File: src/rtl/stt_pkg.sv
// ============================================================================
// stt_pkg
// shared types, codes and character constants of the scene text tokenizer
// ============================================================================
package stt_pkg;

   localparam int COLUMN_BITS_DEFAULT = 16;
   localparam int LINE_BITS_DEFAULT   = 20;
   localparam int KIND_W              = 3;
   localparam int QUEUE_DEPTH         = 4;

   // scanner modes
   typedef enum logic [2:0] {
      MODE_IDLE    = 3'd0,
      MODE_WORD    = 3'd1,
      MODE_QUOTE   = 3'd2,
      MODE_NUM     = 3'd3,
      MODE_COMMENT = 3'd4,
      MODE_SIGN    = 3'd5
   } mode_type;

   // number phases
   typedef enum logic [2:0] {
      PH_INT   = 3'd0,
      PH_FRAC  = 3'd1,
      PH_EXP   = 3'd2,
      PH_ESIGN = 3'd3,
      PH_EDIG  = 3'd4
   } phase_type;

   // token kinds
   typedef enum logic [KIND_W-1:0] {
      KIND_WORD  = 3'd0,
      KIND_QUOTE = 3'd1,
      KIND_NUM   = 3'd2,
      KIND_LB    = 3'd3,
      KIND_RB    = 3'd4,
      KIND_END   = 3'd5
   } kind_type;

   // character codes
   localparam logic [7:0] CH_LF     = 8'd10;
   localparam logic [7:0] CH_TAB    = 8'd9;
   localparam logic [7:0] CH_CR     = 8'd13;
   localparam logic [7:0] CH_SPACE  = 8'd32;
   localparam logic [7:0] CH_HASH   = 8'd35;
   localparam logic [7:0] CH_QUOTE  = 8'd34;
   localparam logic [7:0] CH_PLUS   = 8'd43;
   localparam logic [7:0] CH_MINUS  = 8'd45;
   localparam logic [7:0] CH_DOT    = 8'd46;
   localparam logic [7:0] CH_ZERO   = 8'd48;
   localparam logic [7:0] CH_NINE   = 8'd57;
   localparam logic [7:0] CH_UP_A   = 8'd65;
   localparam logic [7:0] CH_UP_Z   = 8'd90;
   localparam logic [7:0] CH_LO_A   = 8'd97;
   localparam logic [7:0] CH_LO_Z   = 8'd122;
   localparam logic [7:0] CH_UP_E   = 8'd69;
   localparam logic [7:0] CH_LO_E   = 8'd101;
   localparam logic [7:0] CH_LBRACK = 8'd91;
   localparam logic [7:0] CH_RBRACK = 8'd93;

   // token queue status
   typedef struct packed {
      logic full;
      logic empty;
   } queue_flags_type;

endpackage

File: src/rtl/stt_scanner.sv
// ============================================================================
// stt_scanner
// front end: classifies one byte per cycle while accept is high and forms up to two token records
// ============================================================================
module stt_scanner #(
   parameter int COLUMN_BITS = stt_pkg::COLUMN_BITS_DEFAULT,
   parameter int LINE_BITS   = stt_pkg::LINE_BITS_DEFAULT,
   parameter int TOK_W       = stt_pkg::KIND_W + LINE_BITS + 2 * COLUMN_BITS
) (
   input  logic               clock,
   input  logic               reset,
   input  logic               accept,
   input  logic [7:0]         char_code,
   input  logic               end_of_input,
   output logic               push,
   output logic [2*TOK_W:0]   push_entry   // first token, second token, second valid
);

   stt_pkg::mode_type        mode_ff, mode_in;
   stt_pkg::phase_type       phase_ff, phase_in;
   logic [COLUMN_BITS-1:0]   start_ff, start_in;
   logic [COLUMN_BITS-1:0]   col_ff, col_in;
   logic [COLUMN_BITS-1:0]   mark_ff, mark_in;
   logic [LINE_BITS-1:0]     line_ff, line_in;

   logic [COLUMN_BITS-1:0]   col_sat;
   logic [LINE_BITS-1:0]     line_sat;

   logic is_space, is_digit, is_alpha, is_e, is_sign, is_dot;

   // idle scan of the current byte
   stt_pkg::mode_type        ib_mode;
   logic                     ib_set_start;
   logic [COLUMN_BITS-1:0]   ib_start;
   logic                     ib_set_phase;
   stt_pkg::phase_type       ib_phase;
   logic                     ib_emit;
   stt_pkg::kind_type        ib_kind;

   logic                     r0_v, r1_v;
   logic [TOK_W-1:0]         r0_tok, r1_tok;

   function automatic logic [TOK_W-1:0] mk_tok(
      input stt_pkg::kind_type      kind,
      input logic [LINE_BITS-1:0]   line,
      input logic [COLUMN_BITS-1:0] s,
      input logic [COLUMN_BITS-1:0] e
   );
      mk_tok = {e, s, line, kind};
   endfunction

   assign col_sat  = (col_ff == {COLUMN_BITS{1'b1}}) ? col_ff : col_ff + 1'b1;
   assign line_sat = (line_ff == {LINE_BITS{1'b1}}) ? line_ff : line_ff + 1'b1;

   assign is_space = (char_code == stt_pkg::CH_SPACE) ||
                     ((char_code >= stt_pkg::CH_TAB) && (char_code <= stt_pkg::CH_CR));
   assign is_digit = (char_code >= stt_pkg::CH_ZERO) && (char_code <= stt_pkg::CH_NINE);
   assign is_alpha = ((char_code >= stt_pkg::CH_UP_A) && (char_code <= stt_pkg::CH_UP_Z)) ||
                     ((char_code >= stt_pkg::CH_LO_A) && (char_code <= stt_pkg::CH_LO_Z));
   assign is_e     = (char_code == stt_pkg::CH_UP_E) || (char_code == stt_pkg::CH_LO_E);
   assign is_sign  = (char_code == stt_pkg::CH_PLUS) || (char_code == stt_pkg::CH_MINUS);
   assign is_dot   = (char_code == stt_pkg::CH_DOT);

   always_comb begin
      ib_mode      = stt_pkg::MODE_IDLE;
      ib_set_start = 1'b0;
      ib_start     = col_ff;
      ib_set_phase = 1'b0;
      ib_phase     = stt_pkg::PH_INT;
      ib_emit      = 1'b0;
      ib_kind      = stt_pkg::KIND_LB;
      if (is_space) begin
         ib_mode = stt_pkg::MODE_IDLE;
      end else if (char_code == stt_pkg::CH_HASH) begin
         ib_mode = stt_pkg::MODE_COMMENT;
      end else if (is_sign || is_dot) begin
         ib_mode      = stt_pkg::MODE_SIGN;
         ib_set_start = 1'b1;
         ib_set_phase = 1'b1;
         ib_phase     = is_dot ? stt_pkg::PH_FRAC : stt_pkg::PH_INT;
      end else if (is_digit) begin
         ib_mode      = stt_pkg::MODE_NUM;
         ib_set_start = 1'b1;
         ib_set_phase = 1'b1;
      end else if (is_alpha) begin
         ib_mode      = stt_pkg::MODE_WORD;
         ib_set_start = 1'b1;
      end else if (char_code == stt_pkg::CH_LBRACK) begin
         ib_emit = 1'b1;
      end else if (char_code == stt_pkg::CH_RBRACK) begin
         ib_emit = 1'b1;
         ib_kind = stt_pkg::KIND_RB;
      end else if (char_code == stt_pkg::CH_QUOTE) begin
         ib_mode      = stt_pkg::MODE_QUOTE;
         ib_set_start = 1'b1;
         ib_start     = col_sat;
      end
   end

   always_comb begin
      mode_in  = mode_ff;
      phase_in = phase_ff;
      start_in = start_ff;
      col_in   = col_ff;
      mark_in  = mark_ff;
      line_in  = line_ff;
      r0_v     = 1'b0;
      r1_v     = 1'b0;
      r0_tok   = mk_tok(stt_pkg::KIND_END, '0, '0, '0);
      r1_tok   = mk_tok(stt_pkg::KIND_END, '0, '0, '0);

      if (end_of_input) begin
         // flush open token, then end token, then back to reset values
         r0_v = 1'b1;
         case (mode_ff)
            stt_pkg::MODE_WORD: begin
               r0_tok = mk_tok(stt_pkg::KIND_WORD, line_ff, start_ff, col_ff);
               r1_v   = 1'b1;
            end
            stt_pkg::MODE_QUOTE: begin
               r0_tok = mk_tok(stt_pkg::KIND_QUOTE, line_ff, start_ff, col_ff);
               r1_v   = 1'b1;
            end
            stt_pkg::MODE_NUM: begin
               r0_tok = mk_tok(stt_pkg::KIND_NUM, line_ff, start_ff, col_ff);
               r1_v   = 1'b1;
            end
            default: begin
               r0_tok = mk_tok(stt_pkg::KIND_END, '0, '0, '0);
            end
         endcase
         mode_in  = stt_pkg::MODE_IDLE;
         phase_in = stt_pkg::PH_INT;
         start_in = '0;
         col_in   = '0;
         mark_in  = '0;
         line_in  = LINE_BITS'(1);
      end else if (char_code == stt_pkg::CH_LF) begin
         case (mode_ff)
            stt_pkg::MODE_WORD: begin
               r0_v   = 1'b1;
               r0_tok = mk_tok(stt_pkg::KIND_WORD, line_ff, start_ff, col_ff);
            end
            stt_pkg::MODE_QUOTE: begin
               r0_v   = 1'b1;
               r0_tok = mk_tok(stt_pkg::KIND_QUOTE, line_ff, start_ff, col_ff);
            end
            stt_pkg::MODE_NUM: begin
               r0_v = 1'b1;
               if ((phase_ff == stt_pkg::PH_EXP) || (phase_ff == stt_pkg::PH_ESIGN)) begin
                  // dangling exponent: number up to the e, word from the e
                  r0_tok = mk_tok(stt_pkg::KIND_NUM, line_ff, start_ff, mark_ff);
                  r1_v   = 1'b1;
                  r1_tok = mk_tok(stt_pkg::KIND_WORD, line_ff, mark_ff, col_ff);
               end else begin
                  r0_tok = mk_tok(stt_pkg::KIND_NUM, line_ff, start_ff, col_ff);
               end
            end
            default: begin
            end
         endcase
         mode_in  = stt_pkg::MODE_IDLE;
         phase_in = stt_pkg::PH_INT;
         col_in   = '0;
         line_in  = line_sat;
      end else begin
         col_in = col_sat;
         case (mode_ff)
            stt_pkg::MODE_WORD: begin
               if (is_space) begin
                  r0_v    = 1'b1;
                  r0_tok  = mk_tok(stt_pkg::KIND_WORD, line_ff, start_ff, col_ff);
                  mode_in = stt_pkg::MODE_IDLE;
               end
            end
            stt_pkg::MODE_QUOTE: begin
               if (char_code == stt_pkg::CH_QUOTE) begin
                  r0_v    = 1'b1;
                  r0_tok  = mk_tok(stt_pkg::KIND_QUOTE, line_ff, start_ff, col_ff);
                  mode_in = stt_pkg::MODE_IDLE;
               end
            end
            stt_pkg::MODE_NUM: begin
               if ((phase_ff == stt_pkg::PH_EXP) || (phase_ff == stt_pkg::PH_ESIGN)) begin
                  if (is_digit) begin
                     phase_in = stt_pkg::PH_EDIG;
                  end else if ((phase_ff == stt_pkg::PH_EXP) && is_sign) begin
                     phase_in = stt_pkg::PH_ESIGN;
                  end else begin
                     r0_v     = 1'b1;
                     r0_tok   = mk_tok(stt_pkg::KIND_NUM, line_ff, start_ff, mark_ff);
                     start_in = mark_ff;
                     mode_in  = stt_pkg::MODE_WORD;
                     if (is_space) begin
                        r1_v    = 1'b1;
                        r1_tok  = mk_tok(stt_pkg::KIND_WORD, line_ff, mark_ff, col_ff);
                        mode_in = stt_pkg::MODE_IDLE;
                     end
                  end
               end else if (is_digit) begin
                  mode_in = stt_pkg::MODE_NUM;
               end else if ((phase_ff == stt_pkg::PH_INT) && is_dot) begin
                  phase_in = stt_pkg::PH_FRAC;
               end else if (((phase_ff == stt_pkg::PH_INT) ||
                             (phase_ff == stt_pkg::PH_FRAC)) && is_e) begin
                  phase_in = stt_pkg::PH_EXP;
                  mark_in  = col_ff;
               end else begin
                  // number ends, byte is rescanned as from idle
                  r0_v    = 1'b1;
                  r0_tok  = mk_tok(stt_pkg::KIND_NUM, line_ff, start_ff, col_ff);
                  mode_in = ib_mode;
                  if (ib_set_start) begin
                     start_in = ib_start;
                  end
                  if (ib_set_phase) begin
                     phase_in = ib_phase;
                  end
                  r1_v   = ib_emit;
                  r1_tok = mk_tok(ib_kind, line_ff, col_ff, col_sat);
               end
            end
            stt_pkg::MODE_COMMENT: begin
            end
            stt_pkg::MODE_SIGN: begin
               mode_in = is_digit ? stt_pkg::MODE_NUM : stt_pkg::MODE_IDLE;
            end
            default: begin
               mode_in = ib_mode;
               if (ib_set_start) begin
                  start_in = ib_start;
               end
               if (ib_set_phase) begin
                  phase_in = ib_phase;
               end
               r0_v   = ib_emit;
               r0_tok = mk_tok(ib_kind, line_ff, col_ff, col_sat);
            end
         endcase
      end
   end

   assign push       = accept && r0_v;
   assign push_entry = {r1_v, r1_tok, r0_tok};

   always_ff @(posedge clock) begin
      if (reset) begin
         mode_ff  <= stt_pkg::MODE_IDLE;
         phase_ff <= stt_pkg::PH_INT;
         start_ff <= '0;
         col_ff   <= '0;
         mark_ff  <= '0;
         line_ff  <= LINE_BITS'(1);
      end else if (accept) begin
         mode_ff  <= mode_in;
         phase_ff <= phase_in;
         start_ff <= start_in;
         col_ff   <= col_in;
         mark_ff  <= mark_in;
         line_ff  <= line_in;
      end
   end

endmodule

File: src/rtl/stt_queue.sv
// ============================================================================
// stt_queue
// short first-in first-out queue of token records between front and back
// ============================================================================
module stt_queue #(
   parameter int WIDTH = 8,
   parameter int DEPTH = stt_pkg::QUEUE_DEPTH
) (
   input  logic                    clock,
   input  logic                    reset,
   input  logic                    push,
   input  logic [WIDTH-1:0]        push_data,
   input  logic                    pop,
   output logic [WIDTH-1:0]        pop_data,
   output stt_pkg::queue_flags_type flags
);

   localparam int PTR_W = $clog2(DEPTH);
   localparam int CNT_W = $clog2(DEPTH + 1);

   logic [WIDTH-1:0] entries_ff [DEPTH];
   logic [PTR_W-1:0] wr_ptr_ff, wr_ptr_in;
   logic [PTR_W-1:0] rd_ptr_ff, rd_ptr_in;
   logic [CNT_W-1:0] count_ff, count_in;

   assign flags.full  = (count_ff == CNT_W'(DEPTH));
   assign flags.empty = (count_ff == '0);
   assign pop_data    = entries_ff[rd_ptr_ff];

   always_comb begin
      wr_ptr_in = wr_ptr_ff;
      rd_ptr_in = rd_ptr_ff;
      count_in  = count_ff;
      if (push) begin
         wr_ptr_in = (wr_ptr_ff == PTR_W'(DEPTH - 1)) ? '0 : wr_ptr_ff + 1'b1;
      end
      if (pop) begin
         rd_ptr_in = (rd_ptr_ff == PTR_W'(DEPTH - 1)) ? '0 : rd_ptr_ff + 1'b1;
      end
      if (push && !pop) begin
         count_in = count_ff + 1'b1;
      end else if (pop && !push) begin
         count_in = count_ff - 1'b1;
      end
   end

   always_ff @(posedge clock) begin
      if (reset) begin
         wr_ptr_ff <= '0;
         rd_ptr_ff <= '0;
         count_ff  <= '0;
      end else begin
         wr_ptr_ff <= wr_ptr_in;
         rd_ptr_ff <= rd_ptr_in;
         count_ff  <= count_in;
      end
   end

   always_ff @(posedge clock) begin
      if (push) begin
         entries_ff[wr_ptr_ff] <= push_data;
      end
   end

endmodule

File: src/rtl/stt_emitter.sv
// ============================================================================
// stt_emitter
// back end: splits queued records into single tokens on the result channel
// ============================================================================
module stt_emitter #(
   parameter int TOK_W = 8
) (
   input  logic                     clock,
   input  logic                     reset,
   input  stt_pkg::queue_flags_type flags,
   input  logic [2*TOK_W:0]         entry,
   output logic                     pop,
   output logic                     out_valid,
   input  logic                     out_ready,
   output logic [TOK_W-1:0]         out_tok,
   output logic                     out_last
);

   logic             valid_ff, valid_in;
   logic [TOK_W-1:0] tok_ff, tok_in;
   logic             last_ff, last_in;
   logic             pend_ff, pend_in;
   logic [TOK_W-1:0] second_ff, second_in;
   logic             out_free;

   assign out_free = !valid_ff || out_ready;
   assign pop      = out_free && !pend_ff && !flags.empty;

   always_comb begin
      valid_in  = valid_ff;
      tok_in    = tok_ff;
      last_in   = last_ff;
      pend_in   = pend_ff;
      second_in = second_ff;
      if (out_free) begin
         if (pend_ff) begin
            // second token of the held record
            valid_in = 1'b1;
            tok_in   = second_ff;
            last_in  = 1'b1;
            pend_in  = 1'b0;
         end else if (!flags.empty) begin
            valid_in  = 1'b1;
            tok_in    = entry[TOK_W-1:0];
            second_in = entry[2*TOK_W-1:TOK_W];
            pend_in   = entry[2*TOK_W];
            last_in   = !entry[2*TOK_W];
         end else begin
            valid_in = 1'b0;
         end
      end
   end

   always_ff @(posedge clock) begin
      if (reset) begin
         valid_ff <= 1'b0;
         pend_ff  <= 1'b0;
      end else begin
         valid_ff <= valid_in;
         pend_ff  <= pend_in;
      end
   end

   always_ff @(posedge clock) begin
      tok_ff    <= tok_in;
      last_ff   <= last_in;
      second_ff <= second_in;
   end

   assign out_valid = valid_ff;
   assign out_tok   = tok_ff;
   assign out_last  = last_ff;

endmodule

File: src/rtl/scene_text_tokenizer_top.sv
// ============================================================================
// scene_text_tokenizer_top
// streaming tokenizer for scene description text
// ============================================================================
// usage:
//   req_* takes one text byte per transfer: the byte in req_tdata, and
//   req_tuser high to mark end of text (the byte is then ignored).
//   rsp_* gives one token per transfer: kind, line, start and end column
//   in rsp_tdata; rsp_tlast marks the final token caused by one byte.
//   one byte causes zero, one or two tokens; end of text always gives an
//   end token and returns the scanner to its reset state.
// timing:
//   a byte is taken every cycle while the token queue has room; a token
//   reaches rsp through the scanner, then the queue, then the output
//   register. the result side moves one token a cycle while rsp_tready
//   is high, so a byte that causes two tokens takes two transfers.
// reset and stall:
//   reset clears the scanner to line 1, column 0, and empties the queue.
//   when rsp_tready is low the output register holds, the four-entry queue
//   fills, and req_tready drops once it is full.
// ============================================================================
module scene_text_tokenizer_top #(
   parameter int COLUMN_BITS = stt_pkg::COLUMN_BITS_DEFAULT,
   parameter int LINE_BITS   = stt_pkg::LINE_BITS_DEFAULT
) (
   input  logic       clock,
   input  logic       reset,
   // byte channel
   input  logic       req_tvalid,
   output logic       req_tready,
   input  logic [7:0] req_tdata,   // char_code
   input  logic       req_tuser,   // end_of_input
   // token channel
   output logic       rsp_tvalid,
   input  logic       rsp_tready,
   // token_kind, token_line, start_column, end_column, zero fill
   output logic [((stt_pkg::KIND_W + LINE_BITS + 2 * COLUMN_BITS + 7) / 8) * 8 - 1:0] rsp_tdata,
   output logic       rsp_tlast    // last_of_run
);

   localparam int TOK_W   = stt_pkg::KIND_W + LINE_BITS + 2 * COLUMN_BITS;
   localparam int PAD_W   = ((TOK_W + 7) / 8) * 8;
   localparam int ENTRY_W = 2 * TOK_W + 1;

   logic                     accept;
   logic                     push;
   logic [ENTRY_W-1:0]       push_entry;
   logic                     pop;
   logic [ENTRY_W-1:0]       pop_entry;
   stt_pkg::queue_flags_type flags;
   logic [TOK_W-1:0]         out_tok;

   // a new byte is taken whenever the queue can hold its tokens
   assign req_tready = !flags.full;
   assign accept     = req_tvalid && req_tready;

   // front: scanner state machine
   stt_scanner #(
      .COLUMN_BITS (COLUMN_BITS),
      .LINE_BITS   (LINE_BITS),
      .TOK_W       (TOK_W)
   ) u_scanner (
      .clock        (clock),
      .reset        (reset),
      .accept       (accept),
      .char_code    (req_tdata),
      .end_of_input (req_tuser),
      .push         (push),
      .push_entry   (push_entry)
   );

   // decoupling queue of token records
   stt_queue #(
      .WIDTH (ENTRY_W),
      .DEPTH (stt_pkg::QUEUE_DEPTH)
   ) u_queue (
      .clock     (clock),
      .reset     (reset),
      .push      (push),
      .push_data (push_entry),
      .pop       (pop),
      .pop_data  (pop_entry),
      .flags     (flags)
   );

   // back: one token per transfer
   stt_emitter #(
      .TOK_W (TOK_W)
   ) u_emitter (
      .clock     (clock),
      .reset     (reset),
      .flags     (flags),
      .entry     (pop_entry),
      .pop       (pop),
      .out_valid (rsp_tvalid),
      .out_ready (rsp_tready),
      .out_tok   (out_tok),
      .out_last  (rsp_tlast)
   );

   assign rsp_tdata = PAD_W'(out_tok);

   // end token always closes its run
   a_end_is_last : assert property (@(posedge clock) disable iff (reset)
      (rsp_tvalid && (out_tok[stt_pkg::KIND_W-1:0] == stt_pkg::KIND_END)) |-> rsp_tlast)
      else $error("end token without last marker");

   // end token carries line 0, other tokens a real line
   a_end_line_zero : assert property (@(posedge clock) disable iff (reset)
      (rsp_tvalid && (out_tok[stt_pkg::KIND_W-1:0] == stt_pkg::KIND_END)) |->
      (out_tok[TOK_W-1:stt_pkg::KIND_W] == '0))
      else $error("end token with nonzero line or columns");

   a_token_line_nonzero : assert property (@(posedge clock) disable iff (reset)
      (rsp_tvalid && (out_tok[stt_pkg::KIND_W-1:0] != stt_pkg::KIND_END)) |->
      (out_tok[stt_pkg::KIND_W+LINE_BITS-1:stt_pkg::KIND_W] != '0))
      else $error("token with line 0");

   // scanner never writes into a full queue
   a_no_overflow : assert property (@(posedge clock) disable iff (reset)
      push |-> !flags.full)
      else $error("token queue overflow");

endmodule
File: config.mk
export PLATFORM = sky130hd
export DESIGN_NAME = scene_text_tokenizer_top
export DESIGN_NICKNAME = d
export VERILOG_FILES = /design/src/rtl/stt_pkg.sv /design/src/rtl/stt_scanner.sv /design/src/rtl/stt_queue.sv /design/src/rtl/stt_emitter.sv /design/src/rtl/scene_text_tokenizer_top.sv
export SDC_FILE = /design/constraint.sdc
export NUM_CORES = 1
export LEC_CHECK = 0
export ABC_CLOCK_PERIOD_IN_PS = 6930
export BUFFER_PORTS_ARGS = -buffer_cell sky130_fd_sc_hd__buf_2
export CAP_MARGIN = 20
export CORE_MARGIN = 5
export CORE_UTILIZATION = 50
export CTS_CLUSTER_DIAMETER = 80
export DETAILED_ROUTE_END_ITERATION = 10
export PLACE_DENSITY = 0.66
export SLEW_MARGIN = 20
export SYNTH_ARGS = -nofsm -noshare
export SYNTH_HDL_FRONTEND = slang
export SYNTH_SLANG_ARGS = --single-unit
File: constraint.sdc
create_clock -name clock -period 6.93 [get_ports clock]
set_input_delay 1.0395 -clock clock [delete_from_list [all_inputs] [get_ports clock]]
set_output_delay 1.0395 -clock clock [all_outputs]
set_load 0.005 [all_outputs]
* Yosys cells after proc, flatten, opt, wreduce, memory -nomap -nowiden
Memories as Yosys holds them, arrays and structs flattened. A register that Yosys moved wholly into a read port is not among the register bits.
Index checks and enable logic that the tools add are counted.
** Word-level totals
- Register bits after elaboration :: 194
- Word-level logic and storage cells :: 275
- RAM bits :: 444
- Bits of input ports :: 13
- Memories kept :: 1
** Memories
- u_queue.entries_ff :: words 4, width 111, read ports 1, clocked after memory_dff 1, wr ports 1, RTL line stt_queue.sv:21 : logic [WIDTH-1:0] entries_ff [DEPTH];
** Operators by class
- Add/sub/neg operators :: 6
- Bitwise logic cells :: 2
- Equal/unequal tests :: 45
- Multiplexer cells :: 155
- Magnitude comparators :: 8
- Reductions and logical operators :: 44
** Operators by type and width (count)
- $mux 55 :: 25
- $mux 16 :: 27
- $pmux 55 s3 :: 2
- $pmux 55 s4 :: 1
- $mux 3 :: 38
- $mux 20 :: 3
- $mux 1 :: 49
- $eq 8x6->1 const B :: 6
- $eq 8x7->1 const B :: 4
- $pmux 16 s2 :: 1
- $add 20x1->20 const B :: 1
- $eq 20x20->1 const B :: 1
- $add 16x1->16 const B :: 1
- $eq 16x16->1 const B :: 1
- $ge 8x7->1 const B :: 2
- $le 8x7->1 const B :: 2
- $pmux 3 s5 :: 1
- $reduce_and 7->1 :: 2
- $logic_and 1x1->1 :: 13
- $eq 3x2->1 const B :: 4
- $mux 2 :: 6
- $ne 2x2->1 const B :: 6
- $ne 6x3->1 const B :: 2
- $ne 5x5->1 const B :: 2
- 34 further kinds :: 60

* Longest topological paths before layout
- Depth after elaboration :: 18
- Gate-level depth with buffers :: 14
- Gate-level depth less buffers :: 11

* By module
A second synthesis with hierarchy kept.
** Second synthesis, totals
- Cells, all modules :: 1735
- Area total of the unflattened synthesis :: 27157.3 um^2
** By module, submodules not included
- stt_queue :: times used 1, cells an instance 623, seq. area each 13513.0 um^2, area an instance 16448.3 um^2
- stt_scanner :: times used 1, cells an instance 922, seq. area each 1481.4 um^2, area an instance 6563.8 um^2
- stt_emitter :: times used 1, cells an instance 186, seq. area each 3373.2 um^2, area an instance 4124.0 um^2
- scene_text_tokenizer_top :: times used 1, cells an instance 4, seq. area each 0.0 um^2, area an instance 21.3 um^2

* Worst setup path after synthesis
No wires, ideal clock.
- Kind :: input port to flip-flop
- Start point :: input port rsp_tready
- End point :: register u_queue.count_ff[2]
- Cell stages on the path :: 9
- Buffers on the path :: 0
- Data arrival time :: 6.624 ns
- Setup time :: 0.071 ns
- Path slack :: 0.235 ns
- Required time :: 6.859 ns
- Path through :: nor2b_1 nor3_1 inv_1 ha_1 inv_1 fa_1 xor2_1 or3_1 a21oi_1
** On the way
- Cells in the longest elaborated chain, start to end :: 6
** RTL lines
- start: declaration :: RTL line scene_text_tokenizer_top.sv:35 : input logic rsp_tready,
- $logic_or 1x1->1 (*) :: RTL line stt_emitter.sv:26 : assign out_free = !valid_ff || out_ready;
- $logic_and 1x1->1 (*) (2 in a row) :: RTL line stt_emitter.sv:27 : assign pop = out_free && !pend_ff && !flags.empty;
- $logic_not 1->1 :: RTL line stt_queue.sv:40 : if (push && !pop) begin
- $logic_and 1x1->1 :: RTL line stt_queue.sv:40
- $mux 3 or $reduce_bool 2->1 (tied branches)
- end signal: assignment :: RTL line stt_queue.sv:55 : count_ff <= count_in;
- end: declaration :: RTL line stt_queue.sv:24 : logic [CNT_W-1:0] count_ff, count_in;
Mark *: on every way between the ends. The rest lies on a longest branch, timed or not.
A chain may end at the register's enable or synchronous reset.

* Final worst setup path
- Start point :: input port req_tdata[5]
- End point :: memory u_queue.entries_ff[2][43] (netlist name), enable pin
** On the way
- Cells in the longest elaborated chain, start to end :: 14
** RTL lines
- start: declaration :: RTL line scene_text_tokenizer_top.sv:31 : input logic [7:0] req_tdata,
- $ge 8x7->1, or another cell as far along :: RTL line stt_scanner.sv:58 : assign is_alpha = ((char_code >= stt_pkg::CH_UP_A) && (char_code <= stt_pkg::CH_UP_Z)) ||
- $logic_and 1x1->1, or another cell as far along :: RTL line stt_scanner.sv:58
- $logic_or 1x1->1 or $mux 1 (tied branches) :: RTL line stt_scanner.sv:58, stt_scanner.sv:88
- $mux 1 :: RTL line stt_scanner.sv:85 : end else if (is_alpha) begin
- $mux 1 :: RTL line stt_scanner.sv:81 : end else if (is_digit) begin
- $mux 1 :: RTL line stt_scanner.sv:76 : end else if (is_sign || is_dot) begin
- $mux 1 :: RTL line stt_scanner.sv:74 : end else if (char_code == stt_pkg::CH_HASH) begin
- $mux 1 :: RTL line stt_scanner.sv:72 : if (is_space) begin
- $pmux 1 s4 :: RTL line stt_scanner.sv:168 : case (mode_ff)
- $mux 1 (*) :: RTL line stt_scanner.sv:138 : end else if (char_code == stt_pkg::CH_LF) begin
- $mux 1 (*) :: RTL line stt_scanner.sv:112 : if (end_of_input) begin
- $logic_and 1x1->1 (*) :: RTL line stt_scanner.sv:243 : assign push = accept && r0_v;
- $mux 1 (*) :: RTL line stt_queue.sv:60 : if (push) begin
- $mux 1 (not written as such) (*) :: RTL line stt_queue.sv:61 : entries_ff[wr_ptr_ff] <= push_data;
- end: declaration :: RTL line stt_queue.sv:21
Marked as above.

==> impl_results.rst <==
.. list-table::
   :header-rows: 1

   * - Metric
     - Value
   * - Outcome
     - finished clean
   * - Number of max-cap violations
     - 0
   * - Start-to-end type of the worst setup path
     - primary input to flip-flop
   * - Count of standard-cell rows
     - 84
   * - Die height
     - 241 um
   * - Number of buffers on the longest clock path
     - 3
   * - Minimum setup slack in the final design
     - 2.66 ns
   * - Gpl congestion
     - 0.942
   * - Portion of netlist area occupied by mux cells
     - 11.9%
   * - Fraction of the cycle the final worst path needs
     - 61.6%
   * - Root Driver
     - sky130_fd_sc_hd__clkbuf_16
   * - Combinational family with the most area after synthesis
     - multiplexers
   * - Count of antenna diodes in the layout
     - 0
   * - Required time worst endpoint
     - 7.16 ns
   * - Overall power after layout
     - 10.3 mW
   * - Critical Path Source Type
     - primary input
   * - Fraction of registers with async set or reset after synthesis
     - 0%
   * - Leak
     - 9.78 nW
   * - Critical Path Slowest Stage Cell
     - sky130_fd_sc_hd__and2_4
   * - Global-route congestion overflow total
     - 0
   * - Worst stage delay on the critical path
     - 0.64 ns
   * - Final Max Slew Viols
     - 0
   * - XOR/XNOR Fraction of Synth Area
     - 0.756%
   * - Overall die area
     - 58000 sq um
   * - Clock tree from TritonCTS
     - yes
   * - Number of endpoints with negative hold slack in the final report
     - 0
   * - Minimum period implied by the final worst setup slack
     - 4.27 ns
   * - Final worst clock skew
     - 0.0287 ns
   * - Syn Nets
     - 1740
   * - Antenna viol nets, final
     - 0
   * - Number of buffers added on ports
     - 70
   * - Final setup violation count
     - 0
   * - Post-synthesis adder-cell area fraction
     - 0.451%
   * - Slew HR
     - 27.3%
   * - Maximum frequency from static timing analysis
     - 0.234 GHz
   * - Share of post-route cells with drive strength above 1
     - 21.9%
   * - Cell type with the largest total area after synthesis
     - sky130_fd_sc_hd__edfxtp_1
   * - Synth top area share
     - 62.6%
   * - Layout area overhead
     - 12.3%
   * - Vias in the first global route
     - 15700
   * - Number of design-rule violations left by the first detailed-router iteration
     - 1511
   * - DR WL met3
     - 4290 um
   * - Worst path arrival time
     - 4.49 ns
   * - Post-synthesis share of cell area spent on and, or, nand and nor gates
     - 8.40%
   * - Count of flip-flops with a built-in enable after synthesis
     - 555
   * - Hold buffers post-CTS
     - 0
   * - Gate count after technology mapping
     - 1718
   * - Top area cells in the synthesized netlist
     - sky130_fd_sc_hd__edfxtp_1, sky130_fd_sc_hd__mux4_2, sky130_fd_sc_hd__dfxtp_1
   * - Remaining routing DRC violations
     - 0
   * - Crit-path cells
     - buf_2, or3b_2, nor3_2, buf_4, nand3_1, a21oi_2, o31a_1, and2_4, buf_12
   * - Number of fillers in the final layout
     - 3998
   * - Register clock-pin slew on the reported worst setup and hold paths
     - 0.06 ns
   * - Global-route wire length before repair
     - 96800 um
   * - Worst-skew pair later-pin latency
     - 0.60 ns
   * - Routed length per placed instance
     - 25.4 um
   * - Count of pins on the block boundary
     - 72
   * - Largest voltage drop on the vdd net
     - 0.000236 V
   * - TritonRoute pass-1 iters
     - 5
   * - Portion of the post-synthesis area used by sequential elements
     - 68.9%
   * - Met2 WL
     - 30900 um
   * - Post-CTS Setup Inserts
     - 0
   * - Highest layer used for signal routing
     - met4
   * - Setup TNS
     - 0 ns
   * - Final HPWL DP
     - 39500 um
   * - Starting Density
     - 50.6%
   * - Initial antenna violation count
     - 0
   * - Post-detailed-placement cell area
     - 27700 sq um
   * - Actual transition at the worst max-transition pin
     - 1.09 ns
   * - Synth Area in Compound Gates
     - 7.36%
   * - Yosys Warn Count
     - 0
   * - Setup slack at placement
     - 2.08 ns
   * - Cell Pwr Density
     - 345 nW/um^2
   * - RSZ-0062 raised after global routing
     - false
   * - Number of unique standard cell types used by synthesis
     - 77
   * - # clock sinks
     - 640
   * - Maximum number of pins on one net before global-route repair
     - 78
   * - Vias after detailed routing
     - 15700
   * - Count of nets after finishing
     - 1793
   * - Number of gates resized after CTS
     - 0
   * - Core ar.
     - 52700 sq um
   * - Post-Route Hold Slack
     - 0.458 ns
   * - Met1 routed wirelength after detailed routing
     - 26400 um
   * - Clock buffer count from CTS
     - 66
   * - Global routing usage summed across all routing layers
     - 22.1%
   * - Summed instance area of the synthesized netlist
     - 26600 sq um
   * - Via density per instance
     - 6.25
   * - Hold WC Path Type
     - flip-flop to flip-flop
   * - Die width
     - 241 um
   * - Average cell area after synthesis
     - 15.5 sq um
   * - Critical path capture point type
     - flip-flop
   * - R2R setup slack
     - 3.07 ns
   * - Total number of H-tree levels
     - 3
   * - Main flop type after synthesis
     - sky130_fd_sc_hd__edfxtp_1
   * - Total Wirelength
     - 63700 um
   * - Highest net fanout along the worst path
     - 75
   * - Number of flip-flops and latches in the synthesized netlist
     - 640
   * - Post-route cell area
     - 29900 sq um
[worst max-delay path, delay by kind of cell]
kind            cells  cell delay [ns]
compound gates      2             0.98
simple gates        4             1.51
buf+inv             3             0.85
[metal layers]
metal | vias to the layer above | GRT usage, %
met3 | 130 | 3.76
li1 | 6862 | -
met2 | 661 | 35.8
met4 | 0 | 7.78
met1 | 8027 | 30.7
met5 | - | 0
[synth_stat cells (6+ instances only)]
cell / n
sky130_fd_sc_hd__nand2_1: 88
sky130_fd_sc_hd__mux4_2: 111
sky130_fd_sc_hd__and2_1: 30
sky130_fd_sc_hd__o211ai_1: 8
sky130_fd_sc_hd__a221o_1: 9
sky130_fd_sc_hd__and3_1: 8
sky130_fd_sc_hd__inv_1: 16
sky130_fd_sc_hd__o21ai_0: 69
sky130_fd_sc_hd__o31ai_1: 13
sky130_fd_sc_hd__mux2_2: 56
sky130_fd_sc_hd__nand3b_1: 6
sky130_fd_sc_hd__xnor2_1: 7
sky130_fd_sc_hd__nor3_1: 36
sky130_fd_sc_hd__ha_1: 8
sky130_fd_sc_hd__dfxtp_1: 85
sky130_fd_sc_hd__nand4_1: 15
sky130_fd_sc_hd__nor2b_1: 23
sky130_fd_sc_hd__clkbuf_1: 68
sky130_fd_sc_hd__a21oi_1: 72
sky130_fd_sc_hd__or4_1: 8
sky130_fd_sc_hd__buf_1: 18
sky130_fd_sc_hd__buf_2: 26
sky130_fd_sc_hd__a21o_1: 13
sky130_fd_sc_hd__nand2b_1: 7
sky130_fd_sc_hd__a22o_1: 29
sky130_fd_sc_hd__a31oi_1: 10
sky130_fd_sc_hd__a22oi_1: 13
sky130_fd_sc_hd__nor2_1: 141
sky130_fd_sc_hd__nor4_1: 12
sky130_fd_sc_hd__nor3b_1: 17
sky130_fd_sc_hd__nand3_1: 26
sky130_fd_sc_hd__xor2_1: 16
sky130_fd_sc_hd__edfxtp_1: 555
[sequential cells by signal, summed over array words and instances (netlist names), 2 cells and up, named ones only]
register,cells
u_scanner.line_ff,20
u_emitter.second_ff,55
u_scanner.start_ff,16
u_scanner.mark_ff,16
u_emitter.out_tok,55
u_queue.rd_ptr_ff,2
u_queue.entries_ff,444
u_scanner.col_ff,16
u_queue.wr_ptr_ff,2
u_queue.count_ff,3
u_scanner.mode_ff,3
u_scanner.phase_ff,3
[cell usage in the layout, fill, tap and decap left out, types with 7 or more instances in the layout]
cell type,synthesis,routed
sky130_fd_sc_hd__a31oi_1,10,9
sky130_fd_sc_hd__nand2b_1,7,7
sky130_fd_sc_hd__xnor2_1,7,7
sky130_fd_sc_hd__a21o_1,13,13
sky130_fd_sc_hd__nand2_1,88,88
sky130_fd_sc_hd__xor2_1,16,16
sky130_fd_sc_hd__mux2_2,56,56
sky130_fd_sc_hd__nor3b_1,17,17
sky130_fd_sc_hd__clkbuf_1,68,12
sky130_fd_sc_hd__and3_1,8,8
sky130_fd_sc_hd__a21oi_1,72,71
sky130_fd_sc_hd__buf_4,3,28
sky130_fd_sc_hd__mux4_2,111,111
sky130_fd_sc_hd__nor3_1,36,34
sky130_fd_sc_hd__edfxtp_1,555,555
sky130_fd_sc_hd__o21ai_0,69,68
sky130_fd_sc_hd__a221o_1,9,9
sky130_fd_sc_hd__clkinv_1,0,13
sky130_fd_sc_hd__nor2_1,141,140
sky130_fd_sc_hd__or4_1,8,8
sky130_fd_sc_hd__nor2b_1,23,23
sky130_fd_sc_hd__nand3_1,26,26
sky130_fd_sc_hd__nor4_1,12,10
sky130_fd_sc_hd__and2_1,30,26
sky130_fd_sc_hd__inv_1,16,16
sky130_fd_sc_hd__o31ai_1,13,13
sky130_fd_sc_hd__a22o_1,29,29
sky130_fd_sc_hd__buf_2,26,70
sky130_fd_sc_hd__o211ai_1,8,8
sky130_fd_sc_hd__dfxtp_1,85,82
sky130_fd_sc_hd__nand4_1,15,15
sky130_fd_sc_hd__a22oi_1,13,13
sky130_fd_sc_hd__clkbuf_16,0,70
sky130_fd_sc_hd__ha_1,8,8
[power by group]
part           internal [mW]  total [mW]  switching [mW]
Combinational          0.783        1.73           0.949
Clock                   2.07        3.52            1.44
Sequential              4.84        5.07           0.227
Total                   7.70        10.3            2.62
[metrics by stage]
stage	cells	utilization, %
after CTS	2510	56.8
after floorplan	1718	-
after detailed placement	2391	52.7
final	2510	56.8
after global placement	2391	52.7
after global routing	2510	56.8
[layout make-up]
class | count | area, sq um | area share [%]
flip-flops and latches | 640 | 18400 | 61.4
clock inverters | 30 | 293 | 0.978
clock buffers | 89 | 1890 | 6.30
repair buffers | 104 | 681 | 2.27
well taps | 688 | 861 | 2.88
inverters | 16 | 60.1 | 0.201
multi-input cells | 943 | 7770 | 26.0
[worst paths after layout]
path / startpoint / end / cells after the start
setup reg to reg: u_scanner.mode_ff[2] / u_queue.entries_ff[0][95] / 5
hold / removal: u_scanner.mark_ff[12] / u_scanner.mark_ff[12] / 2
hold reg to reg: u_scanner.mark_ff[12] / u_scanner.mark_ff[12] / 2
setup / recovery: req_tdata[5] / u_queue.entries_ff[2][43] / 9
[logic make-up after synthesis]
logic type,Yosys count
DFF,640
and+or+nand+nor,445
AOI/OAI and AO/OA,293
muxes,172
buffers and inverters,135
xor gates and xnor gates,23
adders and majority gates,9
other,1
Note: power is estimated with default switching activity, not from simulation.
